===== config.mk =====
export PLATFORM = sky130hd
export DESIGN_NAME = sactc_ram
export DESIGN_NICKNAME = d
export VERILOG_FILES = /design/src/sv/sactc_ram.sv
export SDC_FILE = /design/constraint.sdc
export NUM_CORES = 1
export LEC_CHECK = 0
export ABC_CLOCK_PERIOD_IN_PS = 3500
export BUFFER_PORTS_ARGS = -buffer_cell sky130_fd_sc_hd__buf_2
export CAP_MARGIN = 10
export CORE_UTILIZATION = 45
export CTS_CLUSTER_DIAMETER = 40
export DETAILED_ROUTE_END_ITERATION = 12
export PLACE_DENSITY_LB_ADDON = 0.15
export SLEW_MARGIN = 20
export SYNTH_ARGS = -nofsm -noshare
export SYNTH_HDL_FRONTEND = slang
export SYNTH_SLANG_ARGS = --single-unit
export TNS_END_PERCENT = 50

===== constraint.sdc =====
create_clock -name i_clk -period 3.5 [get_ports i_clk]
set_clock_uncertainty 0.05 [all_clocks]
set_input_delay 0.35 -clock i_clk [delete_from_list [all_inputs] [get_ports i_clk]]
set_output_delay 0.35 -clock i_clk [all_outputs]
set_load 0.01 [all_outputs]

===== src/sv/sactc_ram.sv =====
// ----------------------------------------------------------------------------
// sactc_ram
// Generic simple dual-port RAM: one write port, one read port with
// registered read data (read-before-write on an address collision).
// ----------------------------------------------------------------------------
module sactc_ram #(
    parameter int WIDTH = 8,
    parameter int DEPTH = 16
) (
    input  logic                                   i_clk,
    input  logic                                   i_we,
    input  logic [(DEPTH > 1 ? $clog2(DEPTH) : 1)-1:0] i_waddr,
    input  logic [WIDTH-1:0]                       i_wdata,
    input  logic                                   i_re,
    input  logic [(DEPTH > 1 ? $clog2(DEPTH) : 1)-1:0] i_raddr,
    output logic [WIDTH-1:0]                       o_rdata
);

    logic [WIDTH-1:0] r_mem [DEPTH];
    logic [WIDTH-1:0] r_rdata;

    // write port
    always_ff @(posedge i_clk) begin
        if (i_we) begin
            r_mem[i_waddr] <= i_wdata;
        end
    end

    // registered read port
    always_ff @(posedge i_clk) begin
        if (i_re) begin
            r_rdata <= r_mem[i_raddr];
        end
    end

    assign o_rdata = r_rdata;

endmodule


# Word-level counts from Yosys, hierarchy flattened
# Memories as Yosys holds them, arrays and structs flattened. A register that Yosys moved wholly into a read port is not among the register bits.
# Index checks and enable logic that the tools add are counted.
# totals
inputBits,19
mem_count,1
register_bits,0
ram_bits,128
elab_cells,3
# mem_list
name,depth,word_bits,rd,rd_ports_with_merged_regs,write_ports,line,source
r_mem,16,8,1,1,1,19,logic [WIDTH-1:0] r_mem [DEPTH];
# classes
n_mux,2
# op_table
cell,count
$mux 1,2

# Longest topological paths before layout
# Gate-level depths: netlist of the first run.
# logic_depth
depth_word,2
ltp_mapped,5
depth_no_buf,3

# Worst setup path before layout of the first run
# No wires, ideal clock.
# synth_path
path_type,input-to-reg
from,input i_waddr[2] in the netlist's numbering
to,memory r_mem[0][0] (enable)
setup_slack_ps,1607
required_ps,3067
arrival_time_ps,1460
path_stages,2
setup_time_ps,383
n_path_buf,0
path_cell_list,or3b_2 nor3_1
# synth_rtl
item,line,source
from (decl),12,"input logic [(DEPTH > 1 ? $clog2(DEPTH) : 1)-1:0] i_waddr,"
to (decl),19,
# No word-level cell before the write port.

==> summary.log, run 1 <==
[place] Detailed Place HPWL 6.145 mm
[grt] global-route usage over all layers 18.57%
[setup_path] endpoint arrival time on the critical path 1.98 ns
[detailed_routing] wire length reported by the detailed router 9.867 mm
[clock_network] CTS-repair resized insts 0
[sta] min cycle time layout 1.884 ns
[run] total of max-cap violations 0
[place] # port buffers 26
[detailed_routing] Via-to-Cell Ratio 5.709
[layout] cell area after layout 6007 um2
[power_and_ir_drop] Pwr per Cell Area 595.4 nW/um2
[logic_synthesis] post-synthesis register bit count 136
[setup_path] kind of start point of the critical path primary input
[layout] combined area of the multi-input logic cells 1057 um2
[clock_network] number of clock sinks 136
[logic_synthesis] post-synthesis average cell area 22.83 um2
[setup_path] Critical Path End Type flop
[layout] NumNets Final 288
[layout] Diodes inserted 0
[floorplanning] Die Area 12050 um2
[logic_synthesis] Async S/R FF share, synth 0%
[sta] Worst slew margin 36.37%
[layout] Fill cells 874
[detailed_routing] post-detailed-route count of antenna-violating nets 0
[detailed_routing] number of DRC markers in iteration 0 113
[logic_synthesis] count of yosys warnings during synthesis 0
[clock_network] worst-skew pair later-pin latency 0.41 ns
[grt] wire length of the first global-routing pass 14.97 mm
[clock_network] clock tree from TritonCTS done
[floorplanning] initial core utilization 47.19%
[grt] number of antenna violations at the first check in global routing 0
[floorplanning] Top Ports 27
[setup_path] Req. time, crit path 3.59 ns
[power_and_ir_drop] worst voltage drop across the vdd grid 0.2949 mV
[sta] Fin Hold WS 0.2741 ns
[sta] aggregate negative setup slack 0 ns
[detailed_routing] drt first pass iters 4
[run_status] outcome finished, final reports clean
[floorplanning] Die Wd 109.8 um
[clock_network] clock-pin slew on the worst setup and hold paths 0.05 ns
[clock_network] number of levels the H-tree was split into 4
[layout] fraction of final layout cells sized beyond drive strength 1 26.95%
[logic_synthesis] synthesized cell area 5228 um2
[power_and_ir_drop] leakage power summed over all cells 1.991 nW
[sta] upper clock frequency limit 530.8 MHz
[sta] worst-margin pin slew 0.9509 ns
[grt] maximum number of pins on one net before global-route repair 33
[sta] final hold vios 0
[sta] RSZ-0062 raised after global routing no
[sta] minimum setup slack in the final design 1.616 ns
[clock_network] number of hold buffers added after CTS 0
[layout] area overhead of the layout relative to synthesis 14.91%
[detailed_routing] routed wirelength normalized by instance count 23.38 um
[sta] pins over their slew limit 0
[detailed_routing] number of design rule violations left after detail routing 0
[floorplanning] core area 11080 um2
[logic_synthesis] Primary FF master, synth sky130_fd_sc_hd__edfxtp_1
[place] dpl cell area 5484 um2
[detailed_routing] total number of vias 2409
[sta] number of setup violations in the final report 0
[floorplanning] vertical die dimension 109.8 um
[clock_network] root buf cell sky130_fd_sc_hd__clkbuf_16
[logic_synthesis] share of synthesized area occupied by flip-flops and latches 78.12%
[floorplanning] number of placement rows 38
[logic_synthesis] post-synthesis cell count 229
[worst_hold_path] worst hold-check path type in2reg
[place] routability-driven placement congestion ratio 0.6916
[logic_synthesis] number of flops mapped to enable cells by yosys 136
[logic_synthesis] Syn Nets 248
[grt] via count of the first global-routing pass 2510
[clock_network] Clock Tree Buf Depth 2
[clock_network] Num CTS Buffers 17
[logic_synthesis] distinct cell type count after synthesis 18
[setup_path] Worst Setup Path Type in2reg
[sta] period utilisation layout 53.83%
[grt] global-route congestion overflow total 0
[layout] sequential cell area 4084 um2
[clock_network] number of buffers inserted to repair setup after CTS 0
[setup_path] Worst Path Max Fanout 32
[place] pre-CTS setup slack 1.170 ns
worst max-delay path, stage by stage:
cell	delay, ns
sky130_fd_sc_hd__buf_2	0.08
sky130_fd_sc_hd__buf_4	0.48
sky130_fd_sc_hd__mux4_1	0.62
sky130_fd_sc_hd__a22oi_1	0.30
sky130_fd_sc_hd__nand2_1	0.11
path summary, 6_finish.rpt:
check / slack, ns / to / startpoint / depth (start not counted)
setup / recovery: 1.62 / o_rdata[2]$_DFFE_PP_ / i_raddr[0] / 5
hold / removal: 0.27 / r_mem[6][4]$_DFFE_PP_ / i_wdata[4] / 1
setup reg to reg: 1.93 / o_rdata[2]$_DFFE_PP_ / r_mem[8][2]$_DFFE_PP_ / 3
hold reg to reg: 0.69 / o_rdata[7]$_DFFE_PP_ / r_mem[14][7]$_DFFE_PP_ / 3
layout by cell type, fill, tap and decap left out, types with 5 or more instances in the layout:
cell type | synthesis | final
sky130_fd_sc_hd__clkbuf_16 | 0 | 17
sky130_fd_sc_hd__mux4_1 | 14 | 14
sky130_fd_sc_hd__mux4_2 | 18 | 18
sky130_fd_sc_hd__nand2_1 | 9 | 9
sky130_fd_sc_hd__edfxtp_1 | 136 | 136
sky130_fd_sc_hd__buf_4 | 1 | 5
sky130_fd_sc_hd__nor2_1 | 13 | 13
sky130_fd_sc_hd__a22oi_1 | 16 | 16
sky130_fd_sc_hd__clkinv_2 | 0 | 6
sky130_fd_sc_hd__buf_2 | 3 | 26
registers in the layout, indices dropped and copies added, names as in the netlist:
| signal | flops |
|---|---|
| r_mem | 128 |
| o_rdata | 8 |
metrics by stage:
step	utilization [%]	instances	power, W
3_3_place_gp	49.50	390	0.002040
5_1_grt	54.22	422	0.003691
3_5_place_dp	49.50	390	0.002044
4_1_cts	54.22	422	0.003612
6_report	54.22	422	0.003577
2_1_floorplan	-	229	0.001973
cell type report:
type | count | area share (%)
Clock buffer | 21 | 7.332
Clock inverter | 11 | 1.375
Multi-Input combinational cell | 83 | 17.60
Sequential cell | 136 | 67.99
Tap cell | 140 | 2.916
Timing Repair Buffer | 31 | 2.791
where the power goes:
| part | switching [W] | total, W | internal (W) |
|---|---|---|---|
| Clock | 0.000608 | 0.00157 | 0.000961 |
| Combinational | 0.0000979 | 0.000163 | 0.0000646 |
| Sequential | 0.00000895 | 0.00185 | 0.00184 |
logic make-up (layout without fill, tap and decap cells):
logic type | after synthesis | in the layout | share of synthesized area (%)
AO/OA/AOI/OAI | 16 | 16 | 2.298
multiplexers | 32 | 32 | 14.79
AND/OR/NAND/NOR | 35 | 35 | 3.136
flip-flops | 136 | 136 | 78.12
buffers and inverters | 10 | 63 | 1.651
routing by layer:
metal / part of all wire [%] / track usage, %
met5: 0 / 0
met2: 48 / 27.72
met4: 0.83 / 6.857
met3: 4.7 / 4.979
met1: 47 / 26.36
cells in the mapped netlist (2+ instances only):
cell type	number	share of area, %
sky130_fd_sc_hd__nand2_1	9	0.65
sky130_fd_sc_hd__mux4_2	18	7.8
sky130_fd_sc_hd__nand2b_1	2	0.24
sky130_fd_sc_hd__nor2_1	13	0.93
sky130_fd_sc_hd__nor3_1	4	0.38
sky130_fd_sc_hd__mux4_1	14	7.0
sky130_fd_sc_hd__clkdlybuf4s25_2	3	0.57
sky130_fd_sc_hd__edfxtp_1	136	78
sky130_fd_sc_hd__buf_6	3	0.65
sky130_fd_sc_hd__buf_2	3	0.29
sky130_fd_sc_hd__nand3b_1	2	0.29
sky130_fd_sc_hd__a22oi_1	16	2.3
Note: power is estimated with default switching activity, not from simulation.
==> inputs of run 2 (changes only) <==
--- a/config.mk
+++ b/config.mk
@@ -5,7 +5,7 @@
 export SDC_FILE = /design/constraint.sdc
 export NUM_CORES = 1
 export LEC_CHECK = 0
-export ABC_CLOCK_PERIOD_IN_PS = 3500
+export ABC_CLOCK_PERIOD_IN_PS = 1800
 export BUFFER_PORTS_ARGS = -buffer_cell sky130_fd_sc_hd__buf_2
 export CAP_MARGIN = 10
 export CORE_UTILIZATION = 45
==> constraint.sdc (replaced) <==
create_clock -name i_clk -period 1.8 [get_ports i_clk]
set_clock_uncertainty 0.05 [all_clocks]
set_input_delay 0.18 -clock i_clk [delete_from_list [all_inputs] [get_ports i_clk]]
set_output_delay 0.18 -clock i_clk [all_outputs]
set_load 0.01 [all_outputs]
==> summary.log, run 2 (synthesized netlist as in run 1, its figures left out) <==
[grt] wire length of the first global-routing pass 14.97 mm
[floorplanning] number of placement rows 38
[sta] worst-margin pin slew 0.7409 ns
[layout] fraction of final layout cells sized beyond drive strength 1 32.67%
[detailed_routing] Via-to-Cell Ratio 5.589
[sta] Fin Hold WS 0.08870 ns
[power_and_ir_drop] Pwr per Cell Area 1165 nW/um2
[power_and_ir_drop] leakage power summed over all cells 2.111 nW
[layout] NumNets Final 306
[detailed_routing] number of DRC markers in iteration 0 158
[power_and_ir_drop] worst voltage drop across the vdd grid 0.7164 mV
[setup_path] kind of cell with the highest combined delay on the critical path multiplexers
[sta] min cycle time layout 1.548 ns
[sta] RSZ-0062 raised after global routing no
[clock_network] Num CTS Buffers 17
[layout] cell area after layout 6236 um2
[clock_network] number of levels the H-tree was split into 4
[floorplanning] Die Area 12050 um2
[grt] global-route usage over all layers 18.82%
[floorplanning] initial core utilization 47.19%
[floorplanning] vertical die dimension 109.8 um
[worst_hold_path] worst hold-check path type in2reg
[clock_network] worst-skew pair later-pin latency 0.41 ns
[sta] final hold vios 0
[setup_path] Worst Setup Path Type reg2reg
[layout] Diodes inserted 0
[clock_network] number of hold buffers added after CTS 0
[layout] highest-count cells in the layout ignoring fill and taps sky130_fd_sc_hd__edfxtp_1, sky130_fd_sc_hd__buf_2, sky130_fd_sc_hd__buf_4
[setup_path] Req. time, crit path 1.90 ns
[floorplanning] core area 11080 um2
[setup_path] crit path buf inv count 0
[setup_path] endpoint arrival time on the critical path 1.65 ns
[floorplanning] Die Wd 109.8 um
[detailed_routing] number of design rule violations left after detail routing 0
[sta] pins over their slew limit 0
[place] routability-driven placement congestion ratio 0.7073
[clock_network] Clock Tree Buf Depth 2
[run] total of max-cap violations 0
[sta] minimum setup slack in the final design 0.2516 ns
[detailed_routing] wire length reported by the detailed router 9.883 mm
[setup_path] kind of start point of the critical path flop
[grt] maximum number of pins on one net before global-route repair 33
[setup_path] Worst Path Max Fanout 1
[detailed_routing] routed wirelength normalized by instance count 22.46 um
[clock_network] number of clock sinks 136
[clock_network] root buf cell sky130_fd_sc_hd__clkbuf_16
[layout] number of flip-flops in the largest register 128
[detailed_routing] total number of vias 2459
[sta] Worst slew margin 50.42%
[setup_path] Critical Path End Type flop
[place] Detailed Place HPWL 6.258 mm
[clock_network] clock-pin slew on the worst setup and hold paths 0.06 ns
[place] # port buffers 26
[place] pre-CTS setup slack -0.003133 ns
[setup_path] slowest library cell on the worst path sky130_fd_sc_hd__mux4_1
[sta] number of setup violations in the final report 0
[clock_network] clock tree from TritonCTS done
[detailed_routing] post-detailed-route count of antenna-violating nets 0
[sta] upper clock frequency limit 645.8 MHz
[run_status] outcome finished, final reports clean
[clock_network] number of buffers inserted to repair setup after CTS 0
[sta] period utilisation layout 86.02%
[floorplanning] Top Ports 27
[layout] area overhead of the layout relative to synthesis 19.29%
[clock_network] CTS-repair resized insts 0
[grt] via count of the first global-routing pass 2493
[grt] global-route congestion overflow total 0
[layout] final core utilization 56.29%
[layout] most common cell after layout, fill and taps aside sky130_fd_sc_hd__edfxtp_1
[detailed_routing] drt first pass iters 4
[layout] Most flops, register r_mem
[place] dpl cell area 5657 um2
[setup_path] stage delay of the slowest cell on the critical path 0.50 ns
[setup_path] cells traversed along the worst timing path mux4_1 > a22oi_1 > nand2_1
[grt] number of antenna violations at the first check in global routing 0
-- run 2: cell count changes in the layout (fill, tap and decap cells not counted), sizes merged --
cell / previous run / this run
buf: 31 / 49
clkinv: 8 / 4
clkbuf: 21 / 18
clkinvlp: 2 / 5
inv: 0 / 3
bufinv: 1 / 2
-- run 2: through the flow --
step / setup TNS, ns / power, W / std cells
after floorplan: 0 / 0.003835 / 229
after global placement: 0 / 0.003990 / 408
after detailed placement: -0.003133 / 0.003995 / 408
after CTS: 0 / 0.007317 / 440
after global routing: 0 / 0.007470 / 440
final: 0 / 0.007263 / 440
-- run 2: where the power goes --
group / internal (W) / switching, W / total [W]
Clock: 0.00204 / 0.00130 / 0.00334
Combinational: 0.000147 / 0.000190 / 0.000337
Sequential: 0.00357 / 0.0000162 / 0.00358
Total: 0.00576 / 0.00150 / 0.00726
-- run 2: path summary, 6_finish.rpt --
kind,depth (start not counted),endpoint,from,slack [ns]
setup / recovery,3,o_rdata[5]$_DFFE_PP_,r_mem[1][5]$_DFFE_PP_,0.25
setup reg to reg,3,o_rdata[5]$_DFFE_PP_,r_mem[1][5]$_DFFE_PP_,0.25
hold / removal,1,o_rdata[2]$_DFFE_PP_,i_re,0.09
hold reg to reg,3,o_rdata[6]$_DFFE_PP_,r_mem[14][6]$_DFFE_PP_,0.70
-- run 2: final cells by class --
type	instances	area (um2)
clock buffer	18	429.2
clock inverter	14	150.1
fill	823	4842
multi-input combinational	83	1057
sequential	136	4084
tap	140	175.2
timing repair buffer	49	340.3
-- run 2: per-layer routing --
layer | track usage (%) | routed length (um)
met1 | 26.61 | 4339
met2 | 27.59 | 4751
met3 | 5.394 | 638
met4 | 7.714 | 153
met5 | 0 | 0
